**src/rtl/gema_pkg.sv**
```systemverilog
// ----------------------------------------------------------------------------
// gema_pkg
// shared widths, types and codes of the greedy edge to matching assigner
// ----------------------------------------------------------------------------
package gema_pkg;

    localparam int MAX_VERTICES = 64;
    localparam int MAX_STAGES   = 64;

    localparam int VIN_W      = 7;   // input vertex field
    localparam int VCNT_W     = 7;   // vertex_count / stage_count registers
    localparam int VTX_W      = 6;   // vertex address into the stores
    localparam int STG_W      = 6;   // stage index
    localparam int FILL_W     = 6;   // pairs in one stage, up to 32
    localparam int SLOT_W     = 5;
    localparam int TOTAL_W    = 12;
    localparam int STATUS_W   = 3;
    localparam int CFG_IDX_W  = 1;
    localparam int CFG_DATA_W = 7;

    typedef logic [MAX_STAGES-1:0]   t_mask;
    typedef logic [MAX_VERTICES-1:0] t_row;
    typedef logic [FILL_W-1:0]       t_fill;

    typedef enum logic [STATUS_W-1:0] {
        ST_PLACED     = 3'd0,
        ST_BAD_VERTEX = 3'd1,
        ST_REPEAT     = 3'd2,
        ST_NO_STAGE   = 3'd3,
        ST_STAGE_FULL = 3'd4,
        ST_JOB_DONE   = 3'd5,
        ST_BAD_CONFIG = 3'd6
    } t_status;

    typedef enum logic [CFG_IDX_W-1:0] {
        CFG_VERTEX_COUNT = 1'b0,
        CFG_STAGE_COUNT  = 1'b1
    } t_cfg_reg;

    typedef struct packed {
        logic [STG_W-1:0] idx;
        t_fill            cnt;
    } t_pick;

endpackage

```
**src/rtl/gema_mask_mem.sv**
```systemverilog
// ----------------------------------------------------------------------------
// gema_mask_mem
// per-vertex stage mask store: one write port, two registered read ports,
// row valid bits for instant clear, write-to-read bypass on the load edge
// ----------------------------------------------------------------------------
module gema_mask_mem (
    input  logic                      i_clk,
    input  logic                      i_rst_n,
    input  logic                      i_clr,
    input  logic                      i_we,
    input  logic [gema_pkg::VTX_W-1:0] i_waddr,
    input  gema_pkg::t_mask           i_wdata,
    input  logic                      i_re,
    input  logic [gema_pkg::VTX_W-1:0] i_raddr0,
    input  logic [gema_pkg::VTX_W-1:0] i_raddr1,
    output gema_pkg::t_mask           o_rdata0,
    output gema_pkg::t_mask           o_rdata1
);
    import gema_pkg::*;

    t_mask                   r_mem [MAX_VERTICES];
    logic [MAX_VERTICES-1:0] r_vld;
    t_mask                   r_raw0;
    t_mask                   r_raw1;
    t_mask                   r_byp;
    logic                    r_zero0;
    logic                    r_zero1;
    logic                    r_use_byp0;
    logic                    r_use_byp1;
    logic                    hit0;
    logic                    hit1;

    assign hit0 = i_we && (i_waddr == i_raddr0);
    assign hit1 = i_we && (i_waddr == i_raddr1);

    always_ff @(posedge i_clk) begin
        if (i_we) begin
            r_mem[i_waddr] <= i_wdata;
        end
        if (i_re) begin
            r_raw0 <= r_mem[i_raddr0];
            r_raw1 <= r_mem[i_raddr1];
        end
    end

    always_ff @(posedge i_clk) begin
        if (!i_rst_n) begin
            r_vld <= '0;
        end else if (i_clr) begin
            r_vld <= '0;
        end else if (i_we) begin
            r_vld[i_waddr] <= 1'b1;
        end
    end

    // select flags taken with the read so a held read stays consistent
    always_ff @(posedge i_clk) begin
        if (i_re) begin
            r_zero0    <= i_clr || (!r_vld[i_raddr0] && !hit0);
            r_zero1    <= i_clr || (!r_vld[i_raddr1] && !hit1);
            r_use_byp0 <= hit0;
            r_use_byp1 <= hit1;
            r_byp      <= i_wdata;
        end
    end

    assign o_rdata0 = r_zero0 ? '0 : (r_use_byp0 ? r_byp : r_raw0);
    assign o_rdata1 = r_zero1 ? '0 : (r_use_byp1 ? r_byp : r_raw1);

endmodule

```
**config.mk**
```make
export PLATFORM = sky130hd
export DESIGN_NAME = gema_mask_mem
export DESIGN_NICKNAME = d
export VERILOG_FILES = /design/src/rtl/gema_pkg.sv /design/src/rtl/gema_mask_mem.sv
export SDC_FILE = /design/constraint.sdc
export NUM_CORES = 2
export LEC_CHECK = 0
export ABC_CLOCK_PERIOD_IN_PS = 6500
export BUFFER_PORTS_ARGS = -buffer_cell sky130_fd_sc_hd__buf_2
export CORE_UTILIZATION = 50
export CTS_CLUSTER_DIAMETER = 120
export CTS_CLUSTER_SIZE = 30
export DETAILED_ROUTE_END_ITERATION = 8
export GPL_ROUTABILITY_DRIVEN = 0
export PLACE_DENSITY = 0.68
export SYNTH_ARGS = -nofsm -noshare
export SYNTH_HDL_FRONTEND = slang
export SYNTH_SLANG_ARGS = --single-unit
```
**constraint.sdc**
```tcl
create_clock -name i_clk -period 6.5 [get_ports i_clk]
set_clock_uncertainty 0.1 [all_clocks]
set_input_delay 0.65 -clock i_clk [delete_from_list [all_inputs] [get_ports i_clk]]
set_output_delay 0.65 -clock i_clk [all_outputs]
set_load 0.05 [all_outputs]
```
# Word-level counts from Yosys, hierarchy flattened
# Memory sizes are Yosys's and may differ from the RTL's. A register that Yosys moved wholly into a read port is not among the register bits.
# Cells that the tools add are included.
[op_classes]
mux = 12
bitwise_logic = 2
n_eq_ne = 2
n_reduce_logical = 12
magnitude_cmp = 4
[ops]
columns = ["operator", "n"]
rows = [
  ["$mux W64", 4],
  ["$or A64 B64 Y64", 1],
  ["$lt A6 B7 Y1 const B", 3],
  ["$bmux W1 S6", 2],
  ["$eq A6 B6 Y1", 2],
  ["$demux W1 S6", 1],
  ["$ge A6 B1 Y1 const B", 1],
  ["$logic_and A1 B1 Y1", 5],
  ["$mux W1", 5],
  ["$logic_not A1 Y1", 4],
  ["$logic_or A1 B1 Y1", 2],
  ["$reduce_or A2 Y1", 1],
  ["$not A1 Y1", 1],
]
[word_totals]
memories = 1
word_cells = 39
ram_bits = 4096
register_bits = 132
out_inout_bits = 128
inputBits = 87
[mem_list]
columns = ["memory", "words", "width", "rd", "rd_clocked_by_memory_dff", "write_ports", "line", "text"]
rows = [
  ["r_mem", 64, 64, 2, 2, 1, "gema_mask_mem.sv:21", "t_mask r_mem [MAX_VERTICES];"],
]

# Longest topological paths before layout
[logic_depth]
depth_word = 5
ltp_mapped = 9
depth_no_buf = 5

# Worst setup path before layout
# OpenSTA, ideal clock, no wires.
[synth_timing]
path_type = "input to register"
from = "input i_we"
to = "memory r_mem[40][0] in the netlist's numbering, enable pin"
setup_slack_ps = 21
arrival_ps = 5812
cell_stages = 4
cell_sequence = "clkbuf_1 -> nor2b_1 -> nand3_1 -> nor3_1"
[synth_via]
elab_chain_cells = 2
[synth_rtl]
columns = ["item", "line", "text"]
rows = [
  ["start: declaration", "gema_mask_mem.sv:10", "input logic i_we,"],
  ["$mux W1", "gema_mask_mem.sv:37", "if (i_we) begin"],
  ["$mux W1 (not written as such)", "gema_mask_mem.sv:38", "r_mem[i_waddr] <= i_wdata;"],
  ["end: declaration", "gema_mask_mem.sv:21", ""],
]
# No other way between the ends.

# Worst setup path after layout
[layout_timing]
from = "register r_use_byp0"
to = "output o_rdata0[46]"
[layout_via]
elab_chain_cells = 2
[layout_rtl]
columns = ["item", "line", "text"]
rows = [
  ["start: declaration", "gema_mask_mem.sv:28", "logic r_use_byp0;"],
  ["start signal: assignment", "gema_mask_mem.sv:61", "r_use_byp0 <= hit0;"],
  ["$mux W64 (2 in series)", "gema_mask_mem.sv:67", "assign o_rdata0 = r_zero0 ? '0 : (r_use_byp0 ? r_byp : r_raw0);"],
  ["end: declaration", "gema_mask_mem.sv:16", "output gema_pkg::t_mask o_rdata0,"],
]
# No other way between the ends.

==> metrics.txt <==
status finished with violations; failing checks capacitance limit, slew limit; top-area cell type share of the netlist area 0.654; Synth top cells by count 4292 x edfxtp_1, 2593 x mux4_2, 398 x clkbuf_1; Setup Fix Bufs, Post-CTS 0; Leak between 60 and 70 nW; Max-Cap Viols 1; Sink Count about 4400; wire length on met3 approximately 74 mm; wl on met1 ~220 mm; Synth Flop Type edfxtp_1; post-layout minimum cycle time about 5.1 ns; post-synthesis async set-or-reset flop share 0; die area around 400000 µm²; wire per inst between 40 and 50 µm; # hold bufs at CTS 1; Clock Latency Late Sink around 0.97 ns; # nets final around 8600; count leader, synth edfxtp_1; CTS Buf Count approximately 170; Final HPWL DP around 330 mm; post-layout util 0.538; Syn Area/Cell around 23 µm²; DRT antenna net count 0; drt first pass iters 8; Filler cells about 29000; global-route wire length before repair ~860 mm; largest net degree at the start of global routing 103; final hold violation count 0; post-cts resize count 0; CP max FO 10; CTS tree yes; VDD IR max approximately 180 µV; Max clock buf depth 4; layout cell share with drive strength beyond 1 0.397; Crit. End Element primary output; Die Span Y between 600 and 700 µm; via count 105000; Core Rows 230; critical path required time around 5.8 ns; flops & latches, synth 4356; cell taking the most area after synthesis edfxtp_1; Worst-Margin Slew roughly 1.5 ns; met2 wire length slightly above 300 mm; Reg clk slew, reported paths 0.12 ns; GRT Overall Usage 0.316; setup tns final 0 ns; Post-synth EDFFs 4292; total grt overflow 0; clock root buffer clkbuf_16; WS Path Type reg -> out; top cells by area, synth edfxtp_1 65%, mux4_2 30%, a22oi_1 0.98%; port bufs roughly 210; max-slew violations 11; Yosys cell types 39; YS warnings 0; Seq/Total Area, Yosys 0.661; Worst Hold Class in -> reg; DRT Wirelength between 600 and 700 mm; Synthesized Nets between 8000 and 9000; Achievable Freq slightly below 0.2 GHz; Vias/cell about 7.6; RSZ-0062 raised after global routing false; Final setup viols 0; Startpoint Class flop; Synth Cell Area roughly 200000 µm²; PwrDens 235 nW/µm²; slew margin rel. -0.0198; io pins roughly 220; CP arrival ~4.3 ns; initial antenna violation count 54; H-Tree Level Count 4; Mapped Cells approximately 8500; Core Area roughly 400000 µm²; Area growth syn-to-layout 7.03%; final worst path period share 0.779; die width around 630 µm; vias in the first global route around 110k; initial DRC count 17900; Initial Util 0.502; Top Metal Used met5; DRC Markers 0
## through the flow
| stage | area, µm² | hold WS [ns] | total power (W) | instances | worst slack [ns] |
|---|---|---|---|---|---|
| floorplan | 197000 | 0.352 | 0.0350 | 8499 | 0.0214 |
| global placement | 206000 | 0.360 | 0.0368 | 13600 | 2.28 |
| detailed placement | 206000 | 0.373 | 0.0368 | 13600 | 2.27 |
| CTS | 211000 | 0.0573 | 0.0496 | 13800 | 1.54 |
| global route | 211000 | 0.0757 | 0.0506 | 13800 | 1.43 |
| finish | 211000 | 0.0992 | 0.0495 | 13800 | 1.44 |
## worst paths after layout
kind              slack [ns]                     end                    start  cells past startpoint
hold reg to reg         0.40  r_vld[49]$_SDFFE_PP0P_   r_vld[49]$_SDFFE_PP0P_                      1
setup / recovery        1.44            o_rdata0[46]     r_use_byp0$_DFFE_PP_                      4
hold / removal           0.1    r_raw0[28]$_DFFE_PP_                     i_re                      1
setup reg to reg        3.88    r_raw1[54]$_DFFE_PP_  r_mem[22][54]$_DFFE_PP_                      4
## placed cells by master (no fill, tap or decap), types with 2 or more instances in the layout
master / n
clkbuf_16: 172
xnor2_1: 6
nand4_1: 5
inv_1: 2
xor2_1: 5
mux2_2: 2
diode_2: 23
nand2b_1: 4
nor2_4: 63
nor2_1: 132
nand3b_1: 4
buf_12: 122
nor3_2: 4
o21a_1: 64
clkbuf_1: 14
edfxtp_1: 4292
buf_8: 7
a22oi_1: 258
a211oi_1: 2
nor3_1: 4
buf_4: 217
mux4_2: 2593
clkinv_8: 2
nand3_1: 13
o21ai_0: 2
nand2_1: 137
mux2i_1: 132
inv_6: 3
nor2b_1: 7
buf_2: 205
dfxtp_1: 64
and2_4: 2
nor2b_4: 4
## area by class of cell
| cell class | instances | area, µm² | share of cell area |
|---|---|---|---|
| Antenna cell | 23 | 57.6 | 0.000273 |
| Clock buffer | 186 | 4360 | 0.0207 |
| Clock inverter | 7 | 87.6 | 0.000415 |
| Inverter | 2 | 7.51 | 0.0000356 |
| Multi-Input combinational cell | 3457 | 64400 | 0.306 |
| Sequential cell | 4356 | 130000 | 0.617 |
| Tap cell | 5220 | 6530 | 0.0310 |
| Timing Repair Buffer | 552 | 5210 | 0.0247 |
## critical path, cell delays in order, from the launching register on
cell and delay, ns:
edfxtp_1 1.39, buf_4 0.41, mux2i_1 0.84, nor2_1 0.35
buf_2 0.32
## report_power, final
part,internal (W),total (W),leakage (nW),switching (W)
Sequential,0.0312,0.0313,39.3,0.000151
Combinational,0.00207,0.00491,22.1,0.00285
Clock,0.00487,0.0133,2.18,0.00843
## cells by family (layout without fill, tap and decap cells)
kind of cell	count (synthesis)	in the layout	synth area share
simple gates	385	385	0.00794
buf+inv	686	747	0.0149
compound gates	333	333	0.0127
xor+xnor	11	11	0.000489
other cells	0	23	0
mux	2728	2728	0.303
flops	4356	4356	0.661
## metal layers
layer  up-vias  track usage
met5         -            0
met4        50        0.137
met3      1480       0.0694
met2      7864        0.503
met1     57900        0.424
li1      38000            -
## registers in the layout, summed over array words and instances (netlist names)
| name | cells |
|---|---|
| r_raw0 | 64 |
| r_raw1 | 64 |
| r_vld | 64 |
| r_zero0 | 1 |
| r_byp | 64 |
| r_mem | 4096 |
| r_zero1 | 1 |
| r_use_byp0 | 1 |
| r_use_byp1 | 1 |
No activity file was read; power rests on OpenSTA's default activity.
