### src/rtl/gema_pkg.sv
// ----------------------------------------------------------------------------
// gema_pkg
// shared widths, types and codes of the greedy edge to matching assigner
// ----------------------------------------------------------------------------
package gema_pkg;

    localparam int MAX_VERTICES = 64;
    localparam int MAX_STAGES   = 64;

    localparam int VIN_W      = 7;   // input vertex field
    localparam int VCNT_W     = 7;   // vertex_count / stage_count registers
    localparam int VTX_W      = 6;   // vertex address into the stores
    localparam int STG_W      = 6;   // stage index
    localparam int FILL_W     = 6;   // pairs in one stage, up to 32
    localparam int SLOT_W     = 5;
    localparam int TOTAL_W    = 12;
    localparam int STATUS_W   = 3;
    localparam int CFG_IDX_W  = 1;
    localparam int CFG_DATA_W = 7;

    typedef logic [MAX_STAGES-1:0]   t_mask;
    typedef logic [MAX_VERTICES-1:0] t_row;
    typedef logic [FILL_W-1:0]       t_fill;

    typedef enum logic [STATUS_W-1:0] {
        ST_PLACED     = 3'd0,
        ST_BAD_VERTEX = 3'd1,
        ST_REPEAT     = 3'd2,
        ST_NO_STAGE   = 3'd3,
        ST_STAGE_FULL = 3'd4,
        ST_JOB_DONE   = 3'd5,
        ST_BAD_CONFIG = 3'd6
    } t_status;

    typedef enum logic [CFG_IDX_W-1:0] {
        CFG_VERTEX_COUNT = 1'b0,
        CFG_STAGE_COUNT  = 1'b1
    } t_cfg_reg;

    typedef struct packed {
        logic [STG_W-1:0] idx;
        t_fill            cnt;
    } t_pick;

endpackage

### src/rtl/gema_pick.sv
// ----------------------------------------------------------------------------
// gema_pick
// least-filled free stage: min tree over the stage fill counts,
// lowest index wins ties
// ----------------------------------------------------------------------------
module gema_pick (
    input  gema_pkg::t_mask i_avail,
    input  gema_pkg::t_fill i_fill [gema_pkg::MAX_STAGES],
    output gema_pkg::t_pick o_pick
);
    import gema_pkg::*;

    localparam int LEVELS = $clog2(MAX_STAGES);
    localparam int NLEAF  = 1 << LEVELS;

    // key msb set marks a stage that is not free
    logic [FILL_W:0]  key [LEVELS+1][NLEAF];
    logic [STG_W-1:0] idx [LEVELS+1][NLEAF];

    always_comb begin
        for (int l = 0; l <= LEVELS; l++) begin
            for (int i = 0; i < NLEAF; i++) begin
                key[l][i] = '1;
                idx[l][i] = '0;
            end
        end
        for (int i = 0; i < MAX_STAGES; i++) begin
            key[0][i] = {~i_avail[i], i_fill[i]};
            idx[0][i] = STG_W'(i);
        end
        for (int l = 0; l < LEVELS; l++) begin
            for (int i = 0; i < (NLEAF >> (l + 1)); i++) begin
                if (key[l][2*i+1] < key[l][2*i]) begin
                    key[l+1][i] = key[l][2*i+1];
                    idx[l+1][i] = idx[l][2*i+1];
                end else begin
                    key[l+1][i] = key[l][2*i];
                    idx[l+1][i] = idx[l][2*i];
                end
            end
        end
        o_pick.idx = idx[LEVELS][0];
        o_pick.cnt = key[LEVELS][0][FILL_W-1:0];
    end

endmodule

### config.mk
export PLATFORM = sky130hd
export DESIGN_NAME = gema_pick
export DESIGN_NICKNAME = d
export VERILOG_FILES = /design/src/rtl/gema_pkg.sv /design/src/rtl/gema_pick.sv
export SDC_FILE = /design/constraint.sdc
export NUM_CORES = 1
export LEC_CHECK = 0
export BUFFER_PORTS_ARGS = -buffer_cell sky130_fd_sc_hd__buf_2
export CAP_MARGIN = 20
export CORE_AREA = 2 2 179 181
export DETAILED_ROUTE_END_ITERATION = 12
export DIE_AREA = 0 0 181 183
export PLACE_DENSITY = 0.93
export SKIP_LAST_GASP = 1
export SYNTH_ARGS = -nofsm -noshare
export SYNTH_HDL_FRONTEND = slang
export SYNTH_SLANG_ARGS = --single-unit
### constraint.sdc
create_clock -name vclk -period 32.6
set_input_delay 4.89 -clock vclk [all_inputs]
set_output_delay 4.89 -clock vclk [all_outputs]
set_load 0.005 [all_outputs]
# Word level (Yosys, flattened, before mapping)
# Index checks and enable logic that the tools add are counted.
# W data, S select, Z words.
dict set report totals {
  reg_bits 0
  latchBits 0
  ramBits 0
  mem_bits_ro 0
  inputBits 448
  out_inout_bits 12
  elab_cells 253
  mem_count 0
}
dict set report classes {
  n_addsub 0
  mul 0
  div_mod_pow 0
  magnitude_cmp 63
  eq_ne 0
  shifts 0
  muxes 126
  n_bitwise 64
  reduce_logical 0
}
# operator n
set ops {}
lappend ops {{$lt A7 B7 Y1} 63}
lappend ops {{$mux W7} 62}
lappend ops {{$mux W6} 32}
lappend ops {{$not A1 Y1} 64}
lappend ops {{$mux W1} 32}

# Logic depth before layout (Yosys ltp)
# Gate-level depths: netlist of run 1.
dict set report depth {
  word_depth 13
  mapped_depth 56
}

# Least setup slack after synthesis of run 1
# No wires, ideal clock.
dict set report synth_timing {
  path_type {input to output}
  start {input port i_fill[322] (netlist name)}
  end {output port o_pick[2] (netlist name)}
  t_arrival_ps 14966
  required_ps 27710
  setup_slack_ps 12744
  stages 48
  cell_sequence {inv_1 > ha_1 > a21o_1 > a21oi_1 > o21ai_0 > a21oi_1 > nor2_1 > a21oi_1 > inv_1 > ha_1 > a21o_1 > a31oi_1 > o221ai_1 > a21oi_1 > mux2_2 > ha_1 > a221oi_1 > nor2_1 > [12 not listed] > clkbuf_1 > mux2i_1 > ha_1 > and2_1 > nand2_1 > a21oi_1 > a21boi_0 > nand2_1 > nor2_2 > a2bb2oi_1 > ha_1 > a21o_1 > a21oi_1 > and2_1 > nand3_1 > o21ai_1 > buf_6 > mux2_4}
}
# item line_no
set synth_rtl {}
lappend synth_rtl {{start, declared} gema_pick.sv:8} ;# input gema_pkg::t_fill i_fill [gema_pkg::MAX_STAGES],
lappend synth_rtl {{end, declared} gema_pick.sv:9} ;# output gema_pkg::t_pick o_pick

==> summary.md, run 1 <==
| Metric | Value |
|---|---|
| Status | finished, final reports clean |
| Setup crit end kind | output port |
| Worst Hold Path EP | o_pick[1] |
| Port-buffer cells | 460 |
| YS warnings | 0 |
| Mapped Avg Cell Area | 6.87 um^2 |
| Worst min path class | in2out |
| Postcts setup bufs | 0 |
| WHS Path Cells | 9 |
| GRT overflow | 0 |
| DRC viols | 0 |
| Vias in the first global route | 19815 |
| Fmax | 0.0465 GHz |
| Largest net degree at the start of global routing | 18 |
| Register area share after synthesis | 0% |
| Final nets | about 3600 |
| Setup CP Type | in2out |
| Vias | 20114 |
| Starting density of the core | 52.7% |
| Crit-path leading delay family | compound AO/OA/AOI/OAI gates |
| Final core utilization | 61.5% |
| Origin of the worst setup path | i_fill[316] |
| HPWL after DPL | 49800 um |
| First-iteration detailed-routing DRC count | 1385 |
| Final setup fails | 0 |
| Vias per std cell | a little over 6 |
| GPL Wtd Cong | 0.985 |
| Synth top area cells | ha_1 24%, mux2i_1 9.2%, a21oi_1 7.3% |
| Die Y | 183 um |
| Most frequent CP cell | a21oi_1 |
| Synthesized area | 16400 um^2 |
| Fillers | between 2000 and 3000 |
| Hold Fails Final Rpt | 0 |
| Distinct cells, synth | 90 |
| Cts hold-fix bufs | 0 |
| Final slew viol count | 0 |
| First-pass DRT Iterations | 8 |
| Yosys top cell area share | 23.5% |
| Multi-input gate area | between 15000 and 20000 um^2 |
| GRT Overall Usage | between 30% and 40% |
| Initial antenna violation count | 9 |
| Worst setup SP type | primary input |
| Total Wirelength | 56300 um |
| RSZ-0062 raised after global routing | false |
| Die X | 181 um |
| Layout cells sized above 1 | 21.3% |
| Post-CTS sizing | 0 |
| Number of sequential cells | 0 |
| CP max FO | 13 |
| Slowest-stage cell, CP | a21oi_1 |
| CP Buf/Inv Count | 7 |
| Syn Nets | 3151 |
| Wl on met1 | 22100 um |
| Period utilization | 66.0% |
| Register area | 0 um^2 |
| Max-cap violations | 0 |
| Crit path largest cell delay | 0.69 ns |
| CP required | 27.71 ns |
| Met2 Wirelength | 27200 um |
| Wire length per cell | 17.4 um |
| Met3 WL | 3870 um |
| Yosys top cell by area | ha_1 |
| Clock buffers | 0 |
| Core Region | about 31000 um^2 |
| First-pass GRT wire length | a little over 90000 um |
| Slew at the pin closest to its max-slew limit | 1.08 ns |
| Post-route minimum period | 21.51 ns |
| Cells after synthesis | 2394 |
| Worst Path Arrival | 16.62 ns |
| Area Growth Syn to Fin | 16.8% |
| Hold Startpoint | i_fill[127] |
| Rel. slew slack | 27.9% |
| Top layer in use | met4 |
| Post-route ant nets | 0 |
| Setup TNS | 0 ns |
| Rows | 65 |
| Top Ports | 460 |
| Die Area | about 33000 um^2 |
==> layer usage <==
metal	vias up	GRT usage [%]
met2	887	59.4
met4	0	15.5
met3	224	4.05
met5	-	0
li1	9782	-
met1	9221	36.0
==> layout make-up <==
type | instances | share of cell area [%]
multi-input cells | 2045 | 78.8
well taps | 402 | 2.62
diodes | 9 | 0.117
repair buffers | 470 | 12.4
inverters | 312 | 6.10
==> cells by family after synthesis <==
logic type               count (synthesis)  synth area share (%)
XOR/XNOR                                14                 0.745
multiplexers                           224                  14.3
AO/OA/AOI/OAI                          847                  34.3
AND/OR/NAND/NOR                        642                  18.6
buffers and inverters                  349                  8.04
adder cells (fa/ha/maj)                318                  24.1
==> Yosys cell counts (all sizes together), types with 8 or more instances <==
master	number
inv	312
ha	309
a21oi	243
nor2	197
nand2	176
o21ai	164
mux2i	153
mux2	71
a21o	70
nand3	45
a211oi	44
o211ai	41
a31oi	40
nor3	33
clkbuf	32
o21a	31
nand2b	30
and2	29
nor2b	29
and3	24
or2	22
a2111oi	19
nand4	19
a22oi	18
a21boi	15
o2111ai	13
a211o	12
o211a	12
o31ai	12
o22ai	11
xnor2	11
a311oi	10
and4	10
o221ai	10
or3	10
maj3	9
a221oi	8
a2bb2oi	8
==> per-stage QoR <==
stage	cells	setup WS [ns]	area [um^2]	hold slack (ns)
2_1_floorplan	2394	12.74	16400	10.49
3_3_place_gp	3225	11.24	19200	10.95
3_5_place_dp	3225	10.90	19200	10.95
4_1_cts	3225	10.86	19200	10.96
5_1_grt	3238	10.16	19200	11.10
6_report	3238	11.09	19200	10.95
==> cells in the final DEF (no fill, tap or decap), drive strengths merged, types with 41 or more instances in the layout <==
cell type / synthesis / routed
inv: 312 / 312
nor2: 197 / 197
nand3: 45 / 45
o211ai: 41 / 41
a21oi: 243 / 243
a211oi: 44 / 44
mux2i: 153 / 153
mux2: 71 / 71
a21o: 70 / 70
nand2: 176 / 176
ha: 309 / 309
o21ai: 164 / 164
buf: 5 / 470
==> worst max path at each step <==
stage                 to  depth (start not counted)
2_1_floorplan  o_pick[2]                         48
3_3_place_gp   o_pick[4]                         50
3_5_place_dp   o_pick[4]                         50
4_1_cts        o_pick[4]                         50
5_1_grt        o_pick[4]                         52
6_report       o_pick[3]                         51
Power of run 1 is not shown: default switching activity piles up to over one toggle a cycle in this logic, so the estimate is an artifact.
==> run 2: changes to the inputs <==
--- a/config.mk
+++ b/config.mk
@@ -7,9 +7,10 @@
 export LEC_CHECK = 0
 export BUFFER_PORTS_ARGS = -buffer_cell sky130_fd_sc_hd__buf_2
 export CAP_MARGIN = 20
-export CORE_AREA = 2 2 179 181
+export CORE_ASPECT_RATIO = 1.25
+export CORE_MARGIN = 2
+export CORE_UTILIZATION = 51
 export DETAILED_ROUTE_END_ITERATION = 12
-export DIE_AREA = 0 0 181 183
 export PLACE_DENSITY = 0.93
 export SKIP_LAST_GASP = 1
 export SYNTH_ARGS = -nofsm -noshare
==> constraint.sdc (replaced) <==
create_clock -name vclk -period 19.7
set_input_delay 2.955 -clock vclk [all_inputs]
set_output_delay 2.955 -clock vclk [all_outputs]
set_load 0.005 [all_outputs]
==> run 2 against run 1 <==
Core utilization fell by 1.0 points. First-iteration DRC count down 7.0%. Hold slack got worse by 3.9 ns. Count of clock-buffer cells in the layout did not move. Via count shrank 0.47%. Largest cell class unchanged. Highest routed layer is now met5.
==> summary.md, run 2 (synthesis gave the netlist of run 1 again) <==
| Metric | Value |
|---|---|
| Post-route ant nets | 0 |
| CP required | 16.75 ns |
| CP max FO | 15 |
| Hold Fails Final Rpt | 0 |
| GRT met1 Usage | 32.8% |
| GR peak layer | met2 |
| First-pass GRT wire length | 85900 um |
| Lkg Pwr | about 11 nW |
| Wire length per cell | approximately 17 um |
| Period utilization | 91.8% |
| Post-route minimum period | 18.08 ns |
| GPL Wtd Cong | 1.01 |
| Rows | between 70 and 80 |
| Top Ports | 460 |
| Die X | between 150 and 200 um |
| Post-CTS sizing | 0 |
| Commonest non-fill, non-tap cell in the layout | buf_2 |
| First-pass DRT Iterations | 8 |
| Total Wirelength | 54000 um |
| Vias per std cell | 6.17 |
| Vias | 20020 |
| Die Area | 33700 um^2 |
| DRC viols | 0 |
| Layout cells sized above 1 | 21.3% |
| Largest net degree at the start of global routing | 18 |
| Fmax | 0.0553 GHz |
| Worst Hold Path EP | o_pick[3] |
| Worst min path class | in2out |
| Vias in the first global route | 19003 |
| First-iteration detailed-routing DRC count | between 1000 and 1500 |
| Initial antenna violation count | 8 |
| Final slew viol count | 0 |
| Clock buffers | 0 |
| Area Growth Syn to Fin | 16.8% |
| Final nets | 3587 |
| Most frequent cells in the layout | 460 x buf_2, 312 x inv_1, 309 x ha_1 |
| Final Non-Filler Cells | 3245 |
| Postcts setup bufs | 0 |
| Setup TNS | 0 ns |
| Starting density of the core | 51.8% |
| Setup crit end kind | output port |
| Met2 usage | a little under three fifths |
| Final Hold Slack | 7.04 ns |
| Port-buffer cells | 460 |
| Rel. slew slack | about 28% |
| Final core utilization | between 60 and 70% |
| Slowest-stage cell, CP | o21ai_1 |
| HPWL after DPL | 47400 um |
| Final setup fails | 0 |
| PwrDens | 220 nW/um^2 |
| Total power | 4.22 mW |
| RSZ-0062 raised after global routing | false |
| Die Y | 205 um |
| Number of sequential cells | 0 |
| Register area | 0 um^2 |
| Maximum vdd drop | ~0.42 mV |
| Worst Path Arrival | 15.13 ns |
| Setup CP Type | in2out |
| GRT Overall Usage | 30.4% |
| WHS Path Cells | 9 |
| Crit path largest cell delay | 0.84 ns |
| Cells after DPL | 3237 |
| Most frequent CP cell | a21oi_1 |
| Max-cap violations | 0 |
| Status | finished, final reports clean |
| Cts hold-fix bufs | 0 |
| Hold Startpoint | i_fill[327] |
| Worst setup SP type | primary input |
| Core Region | 31800 um^2 |
| GRT overflow | 0 |
| Met3 Use GR | 5.53% |
| Slew at the pin closest to its max-slew limit | 1.08 ns |
## run 2: critical path, delay by kind of cell
kind | cells | cell delay (ns)
fa+ha+maj | 6 | 1.85
compound gates | 22 | 6.12
buf+inv | 6 | 0.81
simple gates | 12 | 2.14
mux | 4 | 1.23
## run 2: where the power goes
part / leakage [nW] / switching, mW / internal, mW
sequential: 0 / 0 / 0
combinational: 10.5 / 2.47 / 1.75
clock: 0.0000317 / 0 / 0.0000000341
## run 2: layer usage
metal,wire [um],vias to the layer above
li1,-,9807
met2,26000,916
met4,3220,4
met1,20500,9047
met3,4300,246
met5,32,-
## run 2: worst max-delay path by stage
stage	startpoint	to	slack (ns)	depth (start not counted)
after floorplan	i_fill[322]	o_pick[2]	3.71	48
after global placement	i_fill[316]	o_pick[1]	2.19	47
after detailed placement	i_fill[316]	o_pick[1]	1.81	50
after CTS	i_fill[316]	o_pick[5]	1.78	50
after global routing	i_fill[322]	o_pick[5]	0.51	51
final	i_fill[316]	o_pick[4]	1.62	50
## run 2: per-stage QoR
step                setup slack (ns)  instance area, um^2
finish                          1.62                19200
global route                   0.514                19200
CTS                             1.78                19200
detailed placement              1.81                19200
global placement                2.19                19200
floorplan                       3.71                16400
## run 2: area by class of cell
cell class | count | area (um^2)
fillers | 2807 | 12600
diodes | 5 | 12.5
inverters | 312 | 1170
multi-input cells | 2045 | 15100
well taps | 412 | 515
repair buffers | 471 | 2390
(Power assumes the default switching activity.)
